$ cat src/rtl/bpc_pkg.sv
// shared types and constants for the button press classifier
`default_nettype none

package bpc_pkg;

	typedef enum logic [1:0] {
		PH_IDLE       = 2'd0,
		PH_PRESS_DB   = 2'd1,
		PH_POLL       = 2'd2,
		PH_RELEASE_DB = 2'd3
	} phase_t;

	localparam logic [1:0] EV_QUICK   = 2'd0;
	localparam logic [1:0] EV_LONG    = 2'd1;
	localparam logic [1:0] EV_HELD    = 2'd2;
	localparam logic [1:0] EV_RELEASE = 2'd3;

	localparam logic [1:0] CFG_POLL_PERIOD = 2'd0;
	localparam logic [1:0] CFG_LONG_COUNT  = 2'd1;
	localparam logic [1:0] CFG_QUICK_MAX   = 2'd2;

	localparam int CFG_DATA_W = 16;
	localparam int CFG_IDX_W  = 2;

	localparam logic [15:0] POLL_PERIOD_RST = 16'd50;
	localparam logic [7:0]  LONG_COUNT_RST  = 8'd3;
	localparam logic [7:0]  QUICK_MAX_RST   = 8'd2;
	localparam logic [7:0]  COUNT_MAX       = 8'd255;

	// result queue: four slots, so an item of two events still fits while two others wait
	localparam int FIFO_DEPTH = 4;
	localparam int FIFO_PTR_W = 2;
	localparam int FIFO_CNT_W = 3;
	localparam logic [FIFO_CNT_W-1:0] FIFO_ROOM_FOR_TWO = 3'd2;

	typedef struct packed {
		logic [1:0] event_code;
		logic       last_of_run;
	} result_t;

	// what one item leaves for the result queue
	typedef struct packed {
		logic [1:0] push_n;
		result_t    r0;
		result_t    r1;
	} push_t;

endpackage

`default_nettype wire

$ cat src/rtl/bpc_if.sv
// channel interfaces for pin samples and classified events
`default_nettype none

interface bpc_pin_if;
	logic valid;
	logic ready;
	logic pin_level;

	modport source (output valid, output pin_level, input ready);
	modport sink (input valid, input pin_level, output ready);
endinterface

interface bpc_evt_if;
	logic       valid;
	logic       ready;
	logic [1:0] event_code;
	logic       last_of_run;

	modport source (output valid, output event_code, output last_of_run, input ready);
	modport sink (input valid, input event_code, input last_of_run, output ready);
endinterface

`default_nettype wire

$ cat src/rtl/button_press_classifier_core.sv
// button press classifier: debounce, poll count and event generation
//
// pin carries one sample of the active-low button pin per timebase tick.
// evt carries the classified events: quick, long, held and release;
// last_of_run marks the final event caused by one sample.
// a sample is registered on acceptance and classified once it leaves the input
// register, which holds it while the queue lacks room for two events; its events
// then enter a four-entry result queue that drives evt.
// throughput is one sample per cycle while the queue holds at most two events,
// which is the case whenever the receiver keeps up; a release reported as a
// quick press yields two events, a quick press and then a release.
// when the receiver stalls the queue fills and pin.ready drops until room for
// two events frees up; nothing is lost.
// configuration is written through cfg_we/cfg_index/cfg_data while idle.
// reset clears the phase to idle, timer and count to zero, the previous pin
// level to released, empties the queue and loads the default registers.
`default_nettype none

module button_press_classifier_core #(
	parameter int TIMER_WIDTH = 16
) (
	input  wire logic                                clk,
	input  wire logic                                arst_n,
	input  wire logic                                cfg_we,
	input  wire logic [bpc_pkg::CFG_IDX_W-1:0]       cfg_index,
	input  wire logic [bpc_pkg::CFG_DATA_W-1:0]      cfg_data,
	bpc_pin_if.sink                                  pin,
	bpc_evt_if.source                                evt
);

	localparam int PW = (TIMER_WIDTH > 16) ? TIMER_WIDTH : 16;

	logic [15:0]             poll_period_q;
	logic [7:0]              long_count_q;
	logic [7:0]              quick_max_q;

	logic                    valid_s1;
	logic                    level_s1;

	bpc_pkg::phase_t         phase_q, phase_d;
	logic [TIMER_WIDTH-1:0]  timer_q, timer_d, timer_inc, eff_period;
	logic [7:0]              count_q, count_d, count_now;
	logic                    prev_q;

	logic [PW-1:0]           per_wide, tmax_wide;
	logic                    period_end, falling, adv, pin_acc;
	logic                    poll_hit;
	logic [1:0]              poll_code;

	bpc_pkg::push_t          push;
	logic [bpc_pkg::FIFO_CNT_W-1:0] fifo_count;
	logic                    head_valid;
	bpc_pkg::result_t        head;

	// configuration registers
	always_ff @(posedge clk or negedge arst_n) begin
		if (!arst_n) begin
			poll_period_q <= bpc_pkg::POLL_PERIOD_RST;
			long_count_q  <= bpc_pkg::LONG_COUNT_RST;
			quick_max_q   <= bpc_pkg::QUICK_MAX_RST;
		end else if (cfg_we) begin
			unique case (cfg_index)
				bpc_pkg::CFG_POLL_PERIOD: poll_period_q <= cfg_data;
				bpc_pkg::CFG_LONG_COUNT:  long_count_q  <= cfg_data[7:0];
				bpc_pkg::CFG_QUICK_MAX:   quick_max_q   <= cfg_data[7:0];
				default: ;
			endcase
		end
	end

	// input register
	assign adv       = valid_s1 && (fifo_count <= bpc_pkg::FIFO_ROOM_FOR_TWO);
	assign pin.ready = !valid_s1 || adv;
	assign pin_acc   = pin.valid && pin.ready;

	always_ff @(posedge clk or negedge arst_n) begin
		if (!arst_n) begin
			valid_s1 <= 1'b0;
		end else begin
			valid_s1 <= pin_acc || (valid_s1 && !adv);
		end
	end

	always_ff @(posedge clk) begin
		if (pin_acc) begin
			level_s1 <= pin.pin_level;
		end
	end

	// period length: zero acts as one, clamp to the timer range
	assign per_wide  = PW'(poll_period_q);
	assign tmax_wide = PW'({TIMER_WIDTH{1'b1}});

	always_comb begin
		if (poll_period_q == 16'd0) begin
			eff_period = TIMER_WIDTH'(1);
		end else if (per_wide > tmax_wide) begin
			eff_period = {TIMER_WIDTH{1'b1}};
		end else begin
			eff_period = TIMER_WIDTH'(per_wide);
		end
	end

	assign timer_inc  = timer_q + 1'b1;
	assign period_end = (timer_inc >= eff_period);
	assign falling    = prev_q && !level_s1;

	// poll step with saturating count
	always_comb begin
		count_now = (count_q == bpc_pkg::COUNT_MAX) ? count_q : count_q + 8'd1;
		poll_hit  = 1'b0;
		poll_code = bpc_pkg::EV_HELD;
		if (count_q != bpc_pkg::COUNT_MAX && count_now == long_count_q) begin
			poll_hit  = 1'b1;
			poll_code = bpc_pkg::EV_LONG;
		end else if (count_q == bpc_pkg::COUNT_MAX || count_now > long_count_q) begin
			poll_hit  = 1'b1;
			poll_code = bpc_pkg::EV_HELD;
		end
	end

	// next phase
	always_comb begin
		phase_d = phase_q;
		unique case (phase_q)
			bpc_pkg::PH_IDLE: begin
				if (falling) phase_d = bpc_pkg::PH_PRESS_DB;
			end
			bpc_pkg::PH_PRESS_DB: begin
				if (period_end) phase_d = bpc_pkg::PH_POLL;
			end
			bpc_pkg::PH_POLL: begin
				if (period_end && level_s1) phase_d = bpc_pkg::PH_RELEASE_DB;
			end
			bpc_pkg::PH_RELEASE_DB: begin
				if (period_end) phase_d = bpc_pkg::PH_IDLE;
			end
			default: phase_d = bpc_pkg::PH_IDLE;
		endcase
	end

	// timer, count and events
	always_comb begin
		timer_d     = timer_q;
		count_d     = count_q;
		push.push_n = 2'd0;
		push.r0     = '{event_code: bpc_pkg::EV_RELEASE, last_of_run: 1'b1};
		push.r1     = '{event_code: bpc_pkg::EV_RELEASE, last_of_run: 1'b1};
		if (phase_q == bpc_pkg::PH_IDLE) begin
			if (falling) timer_d = '0;
		end else begin
			timer_d = period_end ? '0 : timer_inc;
			if (period_end) begin
				unique case (phase_q)
					bpc_pkg::PH_PRESS_DB: begin
						count_d     = count_now;
						push.push_n = {1'b0, poll_hit};
						push.r0     = '{event_code: poll_code, last_of_run: 1'b1};
					end
					bpc_pkg::PH_POLL: begin
						if (!level_s1) begin
							count_d     = count_now;
							push.push_n = {1'b0, poll_hit};
							push.r0     = '{event_code: poll_code, last_of_run: 1'b1};
						end else if (count_q <= quick_max_q) begin
							push.push_n = 2'd2;
							push.r0     = '{event_code: bpc_pkg::EV_QUICK, last_of_run: 1'b0};
						end else begin
							push.push_n = 2'd1;
						end
					end
					default: count_d = '0;
				endcase
			end
		end
		if (!adv) push.push_n = 2'd0;
	end

	always_ff @(posedge clk or negedge arst_n) begin
		if (!arst_n) begin
			phase_q <= bpc_pkg::PH_IDLE;
			timer_q <= '0;
			count_q <= '0;
			prev_q  <= 1'b1;
		end else if (adv) begin
			phase_q <= phase_d;
			timer_q <= timer_d;
			count_q <= count_d;
			prev_q  <= level_s1;
		end
	end

	bpc_out_fifo u_fifo (
		.clk        (clk),
		.arst_n     (arst_n),
		.push       (push),
		.pop        (evt.ready),
		.head_valid (head_valid),
		.head       (head),
		.count      (fifo_count)
	);

	assign evt.valid       = head_valid;
	assign evt.event_code  = head.event_code;
	assign evt.last_of_run = head.last_of_run;

endmodule

`default_nettype wire

$ cat src/rtl/bpc_out_fifo.sv
// small result queue taking up to two items per cycle
`default_nettype none

module bpc_out_fifo (
	input  wire logic                              clk,
	input  wire logic                              arst_n,
	input  wire bpc_pkg::push_t                    push,
	input  wire logic                              pop,
	output logic                                   head_valid,
	output bpc_pkg::result_t                       head,
	output logic [bpc_pkg::FIFO_CNT_W-1:0]         count
);

	bpc_pkg::result_t                  mem_q [bpc_pkg::FIFO_DEPTH];
	logic [bpc_pkg::FIFO_PTR_W-1:0]    wr_ptr_q;
	logic [bpc_pkg::FIFO_PTR_W-1:0]    rd_ptr_q;
	logic [bpc_pkg::FIFO_CNT_W-1:0]    count_q;
	logic                              do_pop;

	assign head_valid = (count_q != '0);
	assign head       = mem_q[rd_ptr_q];
	assign count      = count_q;
	assign do_pop     = pop && head_valid;

	always_ff @(posedge clk) begin
		if (push.push_n != 2'd0) begin
			mem_q[wr_ptr_q] <= push.r0;
		end
		if (push.push_n == 2'd2) begin
			mem_q[wr_ptr_q + 1'b1] <= push.r1;
		end
	end

	always_ff @(posedge clk or negedge arst_n) begin
		if (!arst_n) begin
			wr_ptr_q <= '0;
			rd_ptr_q <= '0;
			count_q  <= '0;
		end else begin
			wr_ptr_q <= wr_ptr_q + bpc_pkg::FIFO_PTR_W'(push.push_n);
			if (do_pop) begin
				rd_ptr_q <= rd_ptr_q + 1'b1;
			end
			count_q <= count_q + bpc_pkg::FIFO_CNT_W'(push.push_n)
				- bpc_pkg::FIFO_CNT_W'(do_pop);
		end
	end

endmodule

`default_nettype wire

$ cat src/flat_wrapper.sv
// flat-port wrapper written by rule: the top's interface ports become plain ports
module button_press_classifier_core_flat 
#(
	parameter int TIMER_WIDTH = 16
)
  (clk, arst_n, cfg_we, cfg_index, cfg_data, pin_valid, pin_pin_level, pin_ready, evt_valid, evt_event_code, evt_last_of_run, evt_ready);
  bpc_pin_if pin_i ();
  bpc_evt_if evt_i ();
  input  wire logic clk;
  input  wire logic arst_n;
  input  wire logic cfg_we;
  input  wire logic [bpc_pkg::CFG_IDX_W-1:0] cfg_index;
  input  wire logic [bpc_pkg::CFG_DATA_W-1:0] cfg_data;
  input wire logic [$bits(pin_i.valid)-1:0] pin_valid;
  input wire logic [$bits(pin_i.pin_level)-1:0] pin_pin_level;
  output wire logic [$bits(pin_i.ready)-1:0] pin_ready;
  output wire logic [$bits(evt_i.valid)-1:0] evt_valid;
  output wire logic [$bits(evt_i.event_code)-1:0] evt_event_code;
  output wire logic [$bits(evt_i.last_of_run)-1:0] evt_last_of_run;
  input wire logic [$bits(evt_i.ready)-1:0] evt_ready;
  assign pin_i.valid = pin_valid;
  assign pin_i.pin_level = pin_pin_level;
  assign pin_ready = pin_i.ready;
  assign evt_valid = evt_i.valid;
  assign evt_event_code = evt_i.event_code;
  assign evt_last_of_run = evt_i.last_of_run;
  assign evt_i.ready = evt_ready;
  button_press_classifier_core #(.TIMER_WIDTH(TIMER_WIDTH)) u_core (.clk(clk), .arst_n(arst_n), .cfg_we(cfg_we), .cfg_index(cfg_index), .cfg_data(cfg_data), .pin(pin_i), .evt(evt_i));
endmodule
$ cat config.mk
export PLATFORM = sky130hd
export DESIGN_NAME = button_press_classifier_core_flat
export DESIGN_NICKNAME = d
export VERILOG_FILES = /design/src/rtl/bpc_pkg.sv /design/src/rtl/bpc_if.sv /design/src/rtl/button_press_classifier_core.sv /design/src/rtl/bpc_out_fifo.sv /design/src/flat_wrapper.sv
export SDC_FILE = /design/constraint.sdc
export NUM_CORES = 1
export LEC_CHECK = 0
export ABC_AREA = 1
export BUFFER_PORTS_ARGS = -buffer_cell sky130_fd_sc_hd__clkbuf_2
export CORE_UTILIZATION = 54
export CTS_CLUSTER_DIAMETER = 80
export DETAILED_ROUTE_END_ITERATION = 10
export GPL_TIMING_DRIVEN = 1
export PLACE_DENSITY = 0.75
export SLEW_MARGIN = 15
export SYNTH_ARGS = -nofsm -noshare
export SYNTH_HDL_FRONTEND = slang
export SYNTH_HIERARCHICAL = 1
export SYNTH_SLANG_ARGS = --single-unit
$ cat constraint.sdc
create_clock -name clk -period 3.61 [get_ports clk]
set_input_delay 0.722 -clock clk [delete_from_list [all_inputs] [get_ports clk]]
set_output_delay 0.722 -clock clk [all_outputs]
set_load 0.005 [all_outputs]
## After elaboration in Yosys (flattened, before gate mapping)

Memories as Yosys holds them, arrays and structs flattened.
Index checks and enable logic that the tools add are counted.

| storage, ports and cells | value |
|---|---|
| register bits | 68 |
| memory bits (writable) | 12 |
| word-level logic and storage cells | 91 |
| memories | 1 |
| output and inout port bits | 5 |

| operators by class | value |
|---|---|
| reductions and logical operators | 24 |
| mux-type cells | 27 |
| eq/ne operators | 14 |
| order comparisons | 5 |
| bitwise operators | 1 |
| $add $sub $neg | 7 |

Memory list:

| memory | depth | width | read ports | clocked after Yosys merged registers in | write ports | line | text |
|---|---|---|---|---|---|---|---|
| u_core.u_fifo.mem_q | 4 | 3 | 1 | 0 | 2 | bpc_out_fifo.sv:14 | `bpc_pkg::result_t mem_q [bpc_pkg::FIFO_DEPTH];` |

Operators with widths:

| kind | count |
|---|---|
| $mux W16 | 5 |
| $add A16 B1 Y16 const B | 1 |
| $ge A16 B16 Y1 | 1 |
| $gt A16 B16 Y1 const B | 1 |
| $logic_not A16 Y1 | 1 |
| $mux W8 | 2 |
| $pmux W8 S2 | 1 |
| $mux W5 | 3 |
| $mux W2 | 7 |
| $pmux W5 S2 | 1 |
| $add A8 B1 Y8 const B | 1 |
| $eq A2 B2 Y1 const B | 4 |
| $eq A8 B8 Y1 | 1 |
| $eq A8 B8 Y1 const B | 1 |
| $gt A8 B8 Y1 | 1 |
| $le A8 B8 Y1 | 1 |
| $ne A2 B1 Y1 const B | 4 |
| $ne A8 B8 Y1 const B | 1 |
| $pmux W2 S4 | 1 |
| $reduce_and A2 Y1 | 4 |
| $logic_and A1 B1 Y1 | 7 |
| $mux W1 | 6 |
| $reduce_and A5 Y1 | 1 |
| $add A2 B1 Y2 const B | 2 |
| other kinds (14) | 20 |

## Longest topological paths before layout

Gate-level depths: netlist of run 1.

| logic depth | value |
|---|---|
| depth after elaboration | 14 |
| depth in mapped cells | 23 |
| depth with buffers taken out | 23 |

## By module

Netlist of run 1, hierarchy kept.

Modules (own cells, without submodules):

| module | area each (µm²) | seq. area each (µm²) | cells an instance | instances |
|---|---|---|---|---|
| button_press_classifier_core | 3987.6 | 1540.2 | 504 | 1 |
| bpc_out_fifo | 1099.8 | 535.5 | 140 | 1 |

## Worst setup path before layout of run 1

OpenSTA, ideal clock, no wires.

| timing | value |
|---|---|
| path kind | register to register |
| from | reg u_core.timer_q[0] |
| to | reg u_core.u_fifo.count_q, in the netlist u_core/u_fifo/count[2] |
| data arrival time | 3429 ps |
| setup time | 65 ps |
| setup slack | 116 ps |
| cell stages (with the launch flop) | 23 |
| required time | 3545 ps |
| cells stage by stage | dfrtp_1 ha_1 nand2_1 nor2_1 nand4_2 nor2_2 inv_1 nor2_1 or2_1 inv_1 ha_1 nand2_2 nor3_4 nand2_2 nand3_4 nand2_1 nor2_1 inv_2 ha_1 inv_1 fa_1 nand3b_1 nand2_1 |

RTL lines:

| what | line | text |
|---|---|---|
| start: declaration | button_press_classifier_core.sv:41 | `logic [TIMER_WIDTH-1:0] timer_q, timer_d, timer_inc, eff_period;` |
| start signal: assignment | button_press_classifier_core.sv:187 | `timer_q <= timer_d;` |
| end signal: assignment | bpc_out_fifo.sv:44 | `count_q <= count_q + bpc_pkg::FIFO_CNT_W'(push.push_n)` |
| end: declaration | bpc_out_fifo.sv:17 | `logic [bpc_pkg::FIFO_CNT_W-1:0] count_q;` |

==> results of run 1 <==
[where the power goes]
group / switching, W / total (W) / internal [W]
registers: 0.000120 / 0.00118 / 0.00106
logic: 0.000565 / 0.000893 / 0.000328
clock network: 0.000361 / 0.000802 / 0.000441
total: 0.00105 / 0.00287 / 0.00183
[sequential cells by signal, indices dropped and copies added (netlist names), 2 cells and up]
name,cells
u_core/u_fifo/rd_ptr_q,2
u_core/long_count_q,8
u_core/quick_max_q,8
u_core/u_fifo/mem_q,12
u_core/per_wide,16
u_core/timer_q,16
u_core/count_q,8
u_core/phase_q,2
u_core/u_fifo/wr_ptr_q,2
u_core/u_fifo/count,3
[per-stage QoR]
step	instance area, µm²	worst slack [ns]	hold WS [ns]	std cells	total power (W)
after global routing	5829	-0.05765	0.4843	817	0.003083
after global placement	5385	0.1269	0.4557	788	0.001964
after floorplan	5129	0.1163	0.4264	655	0.001787
after CTS	5640	0.01428	0.4797	805	0.002832
final	5829	0.1671	0.4818	817	0.002873
after detailed placement	5385	-0.02413	0.4673	788	0.002009
[final cells by class]
cell class                 count  area (µm²)  area share
timing repair buffer          45       267.8     0.04593
multi-input combinational    456        2691      0.4617
inverter                     109       409.1     0.07019
clock buffer                  10       148.9     0.02554
tap                          111       138.9     0.02382
sequential                    80        2077      0.3563
clock inverter                 6       96.34     0.01653
[cell families (layout without fill, tap and decap cells)]
group	count (synthesis)	in the layout
flip-flops	80	80
other	1	12
AND/OR/NAND/NOR	289	290
AO/OA/AOI/OAI	98	98
buffers and inverters	120	170
adder cells (fa/ha/maj)	43	43
XOR/XNOR	11	11
multiplexers	2	2
[what timing repair did]
action | CTS | global route
pin swaps | 0 | 19
setup endpoints to repair | 1 | 26
gates cloned | 0 | 1
resized for setup | 1 | 20
setup buffers | 1 | 11
hold buffers | 0 | 0
[critical path, stage by stage, from the launching register on]
cell,delay [ns]
dfrtp_1,0.43
nand3_4,0.11
nor3_4,0.22
inv_2,0.08
nor3_4,0.23
nand3_1,0.10
nand2_1,0.10
inv_2,0.05
ha_4,0.26
nand2_1,0.05
inv_2,0.07
nand3_4,0.08
nor3_4,0.22
nand2_2,0.11
nand3_4,0.12
nand2_4,0.06
nor2_4,0.12
inv_2,0.07
ha_4,0.26
inv_1,0.04
fa_2,0.33
nand3b_1,0.18
nand2_1,0.08
[worst paths after layout]
path	depth (start not counted)	endpoint	slack [ns]
setup / recovery	22	u_core/u_fifo/count[2]	0.17
hold / removal	2	u_core/prev_q	0.48
setup reg to reg	22	u_core/u_fifo/count[2]	0.17
hold reg to reg	2	u_core/prev_q	0.48
max in group asynchronous	2	u_core/u_fifo/count[2]	2.48
min in group asynchronous	2	u_core/timer_q[15]	0.51
[synthesized netlist by cell type (all sizes together) (4+ instances only)]
library cell and instances:
o22ai 11, inv 109, nand2 182, or2 4
clkbuf 5, edfxtp 13, nand3 32, xor2 9
nor3 5, nor2 51, dfrtp 60, a21oi 28
nand4 9, o21ai 54, dfstp 7, nor4 4
buf 6, ha 42
[layer usage]
metal / up-vias / wire [µm] / track usage
met1: 1927 / 4812 / 0.2855
li1: 2176 / - / -
met2: 111 / 5225 / 0.3932
met4: 0 / 171 / 0.08484
met3: 18 / 453 / 0.04326
met5: - / 0 / 0
==> impl_metrics.env, run 1 <==
export IMPL_status="finished, final reports clean"
export IMPL_clockBufferDepth=2
export IMPL_wl_per_cell_um=13.05
export IMPL_avgSynthCellArea_um2=7.900
export IMPL_synth_top_family_by_area="simple AND/OR/NAND/NOR gates"
export IMPL_grt_max_degree=68
export IMPL_core_area_mm2=0.009196
export IMPL_required_ns=3.90
export IMPL_fillers=779
export IMPL_finalHoldViolCount=0
export IMPL_synth_ff_type="dfrtp_1"
export IMPL_seq_area_frac_synth=0.4080
export IMPL_die_area_mm2=0.009813
export IMPL_boundaryPins=29
export IMPL_synth_area_top_cells="dfrtp_1 (30%), nand2_1 (13%), ha_1 (10%), inv_1 (7.8%), edfxtp_1 (7.7%)"
export IMPL_setup_violations=0
export IMPL_tns_ns=0
export IMPL_p_per_area_mw_per_mm2=492.8
export IMPL_grt_first_pass_wirelength_mm=17.64
export IMPL_hp_start="u_core/prev_q"
export IMPL_yosys_area_share_xor_xnor=0.01894
export IMPL_max_freq_ghz=0.2905
export IMPL_synthAdderAreaFrac=0.1072
export IMPL_final_cell_mix="nand2_1 (177), inv_1 (104), dfrtp_1 (59), o21ai_0 (46), nor2_1 (45)"
export IMPL_diodes=0
export IMPL_cts_root_buf="clkbuf_8"
export IMPL_skew_ns=0.01558
export IMPL_start_util=0.5532
export IMPL_synth_compound_gate_area_share=0.1094
export IMPL_nets=768
export IMPL_crit_start="u_core/timer_q[0]"
export IMPL_start_kind="register"
export IMPL_synth_mux_area_frac=0.003935
export IMPL_period_minus_slack_ns=3.443
export IMPL_worstMarginPinSlew_ns=0.8815
export IMPL_vias=4232
export IMPL_numCtsBuffers=9
export IMPL_clkLatencyLatePin_ns=0.37
export IMPL_synth_edff_count=13
export IMPL_crit_path_end_kind="register"
export IMPL_rows=35
export IMPL_drt_iter0_markers=174
export IMPL_grt_usage=0.2281
export IMPL_synthArstFlopShare=0.8375
export IMPL_first_pass_iters=5
export IMPL_grt_antenna_before_repair=0
export IMPL_arrival_ns=3.74
export IMPL_fp_dieH_um=99.06
export IMPL_drive_gt1_frac=0.1686
export IMPL_drc=0
export IMPL_syn_inst=644
export IMPL_totalWireLength_mm=10.66
export IMPL_cts_tree="yes"
export IMPL_fin_crit_sh=0.9537
export IMPL_place_gp_congestion=0.8304
export IMPL_cap_viol_max_count=0
export IMPL_cp_max_fo=3
export IMPL_cts_htree_levels=3
export IMPL_syn_area_mm2=0.005087
export IMPL_cts_sinks=80
export IMPL_hp_class="register to register"
export IMPL_path_clk_slew_ns=0.10
export IMPL_slew_viol_final=0
export IMPL_yosys_area_top_type="dfrtp_1"
export IMPL_layout_cells_most_common="nand2_1"
export IMPL_crit_type="register to register"
export IMPL_area_growth_pct=14.58
export IMPL_die_w_um=99.06
export IMPL_synth_seq_cells=80
export IMPL_ir_drop_mv=0.2986
export IMPL_grt_ovfl_total=0
export IMPL_synth_cell_types=43
export IMPL_p_leak_nw=3.164
export IMPL_yosys_warnings=6
export IMPL_yosys_area_top_type_share=0.2951
export IMPL_r2r_start="u_core/timer_q[0]"
export IMPL_hpwl_mm=7.765
export IMPL_maxSlewHeadroom=0.4109
export IMPL_drtAntennaViolNets=0
export IMPL_fin_util=0.6339
export IMPL_yosys_area_share_simple=0.2595
export IMPL_portBuffers=28
export IMPL_viasPerCell=5.180
export IMPL_grt_pass1_vias=4055
Power figures use the tool's default switching activity.
==> run 2: changes to the inputs <==
- ABC_AREA: 1 -> not set
==> run 2 against run 1 <==
Net effect: the flow now finishes with violations (design-rule violations, negative setup slack); via count down 10%; largest cell class unchanged; worst hold slack worse by 0.018 ns; die area down 2.4%; worst setup slack worse by 0.25 ns; utilization up 5.6 points; clock skew down 0.010 ns; highest routed layer unchanged; wire length up 0.53%; first-iteration DRC count down 14%; global-route usage up 2.0 points; clock power down 18%; non-clock buffer count up 42; sequential share of layout area down 1.4 points.
==> impl_metrics.env, run 2 <==
export IMPL_status="finished, violations left"
export IMPL_failed_checks="design-rule violations, negative setup slack"
export IMPL_clockBufferDepth=2
export IMPL_synth_commonest_cells="dfrtp_1 (60), inv_1 (51), nand2_1 (48)"
export IMPL_crit_path_frequent_cell="and3_4"
export IMPL_crit_path_end_kind="register"
export IMPL_syn_area_mm2=0.004961
export IMPL_boundaryPins=29
export IMPL_p_leak_nw=2.764
export IMPL_arrival_ns=3.98
export IMPL_final_cell_mix="dfrtp_1 (59), buf_4 (55), inv_1 (49), nand2_1 (47), ha_1 (37)"
export IMPL_grt_max_degree=37
export IMPL_vias=3802
export IMPL_diodes=0
export IMPL_syn_inst=470
export IMPL_cts_sinks=80
export IMPL_rows=34
export IMPL_seq_area_frac_synth=0.4184
export IMPL_drtAntennaViolNets=0
export IMPL_cp_max_fo=5
export IMPL_slew_viol_final=0
export IMPL_viasPerCell=5.591
export IMPL_cts_htree_levels=3
export IMPL_cts_hold_fix_buffers=0
export IMPL_layout_cells_most_common="dfrtp_1"
export IMPL_fp_dieH_um=97.85
export IMPL_timing_final_ws_setup_ns=-0.08734
export IMPL_fin_hold_ws_ns=0.4642
export IMPL_drc=6
export IMPL_drive_gt1_frac=0.3252
export IMPL_slowest_delay_ns=0.42
export IMPL_worstMarginPinSlew_ns=0.8439
export IMPL_tns_ns=-0.3897
export IMPL_cts_root_buf="clkbuf_8"
export IMPL_required_ns=3.89
export IMPL_max_freq_ghz=0.2705
export IMPL_ir_drop_mv=0.2484
export IMPL_cts_tree="yes"
export IMPL_synth_edff_count=13
export IMPL_cp_top_family="simple AND/OR/NAND/NOR gates"
export IMPL_start_util=0.5634
export IMPL_rsz0062_at_grt="yes"
export IMPL_cp_buffers_inverters=1
export IMPL_pre_cts_ws_ns=-0.1747
export IMPL_yosys_area_top_type_share=0.3026
export IMPL_synth_cell_types=66
export IMPL_grt_usage=0.2481
export IMPL_synth_ff_type="dfrtp_1"
export IMPL_totalWireLength_mm=10.72
export IMPL_avgSynthCellArea_um2=10.56
export IMPL_crit_start="u_core/timer_q[1]"
export IMPL_first_pass_iters=7
export IMPL_path_clk_slew_ns=0.08
export IMPL_nets=634
export IMPL_portBuffers=28
export IMPL_synthArstFlopShare=0.8375
export IMPL_post_synth_top_count_cell="dfrtp_1"
export IMPL_core_area_mm2=0.008806
export IMPL_skew_ns=0.005290
export IMPL_grt_ovfl_total=0
export IMPL_area_growth_pct=22.42
export IMPL_start_kind="register"
export IMPL_crit_type="register to register"
export IMPL_synth_seq_cells=80
export IMPL_setup_violations=13
export IMPL_maxSlewHeadroom=0.4374
export IMPL_final_area_mm2=0.006073
export IMPL_finalHoldViolCount=0
export IMPL_grt_antenna_before_repair=0
export IMPL_place_gp_congestion=0.8799
export IMPL_r2r_start="u_core/timer_q[1]"
export IMPL_p_per_area_mw_per_mm2=477.9
export IMPL_synth_area_top_cells="dfrtp_1 (30%), ha_1 (11%), edfxtp_1 (7.9%), mux2_2 (5.2%), inv_1 (3.9%)"
export IMPL_r2r_cells=17
export IMPL_grt_pass1_vias=3972
export IMPL_path_cells="and3_4, and3_4, and3_4, nand3_4, or3_4, nand2_4, ha_4, a21o_1, a311oi_2, o211ai_4, o2111ai_2, buf_4, a21oi_4, ha_2, fa_2, xnor2_2, xnor2_1"
export IMPL_drt_iter0_markers=149
export IMPL_worstSetupPathDepth=17
export IMPL_hpwl_mm=8.247
export IMPL_die_area_mm2=0.009575
export IMPL_clkLatencyLatePin_ns=0.36
export IMPL_fillers=670
export IMPL_fin_crit_sh=1.024
export IMPL_yosys_area_top_type="dfrtp_1"
export IMPL_cap_viol_max_count=0
export IMPL_period_minus_slack_ns=3.697
export IMPL_slowest_stage="dfrtp_1"
export IMPL_numCtsBuffers=9
export IMPL_yosys_warnings=6
export IMPL_die_w_um=97.85
export IMPL_place_area_mm2=0.005677
export IMPL_grt_first_pass_wirelength_mm=18.44
export IMPL_hp_class="primary input to async pin"
export IMPL_wl_per_cell_um=15.76
run 2: cell types whose count changed after synthesis, sizes merged, moves of 8 or more:
cell / change
o22ai: -11
nand3: -23
nor2: -37
xnor2: +16
inv: -58
mux2: +30
nand2: -133
a21oi: -13
a31oi: +8
a21o: +9
o21ai: -27
run 2: path summary, 6_finish.rpt:
check | to | slack (ns)
min reg2reg | u_core/prev_q | 0.50
min in group clk | u_core/prev_q | 0.50
max in group asynchronous | u_core/long_count_q[0] | 2.34
max reg2reg | u_core/u_fifo/count[2] | -0.09
min | u_core/u_fifo/rd_ptr_q[1] | 0.46
max | u_core/u_fifo/count[2] | -0.09
run 2: timing repair:
| item | 4_1_cts | 5_1_grt |
|---|---|---|
| buffers inserted | 7 | 4 |
| pin swaps | 3 | 6 |
| endpoints found under the setup margin | 16 | 35 |
| gates resized for setup | 18 | 15 |
run 2: cells by family after synthesis:
| group | synth area share |
|---|---|
| multiplexers | 0.1044 |
| buffers and inverters | 0.05346 |
| AO/OA/AOI/OAI | 0.1359 |
| flip-flops | 0.4184 |
| AND/OR/NAND/NOR | 0.1347 |
| adder cells (fa/ha/maj) | 0.1100 |
| other | 0.0007559 |
| XOR/XNOR | 0.04237 |
run 2: layer usage:
metal	global-route usage	routed length (µm)	vias to the layer above
met1	0.3099	4658	1844
met3	0.04366	414	15
met4	0.08741	232	0
li1	-	-	1870
met2	0.4328	5413	73
met5	0	0	-
run 2: power by group:
| part | internal, W | switching (W) |
|---|---|---|
| combinational | 0.000478 | 0.000574 |
| clock | 0.000300 | 0.000356 |
| sequential | 0.00107 | 0.000127 |
run 2: area by class of cell:
type	instances	area, µm²	share of cell area
multi-input combinational	338	2874	0.4732
sequential	80	2077	0.3420
timing repair buffer	87	598.1	0.09848
inverter	51	191.4	0.03152
clock buffer	10	148.9	0.02452
tap	108	135.1	0.02225
clock inverter	6	48.80	0.008035
run 2: stage by stage:
step                cells  total power, W    util
global placement      654        0.002190  0.6446
detailed placement    654        0.002231  0.6446
finish                680        0.002902  0.6897
floorplan             481        0.001920       -
CTS                   677        0.002904  0.6822
global route          680        0.003097  0.6897
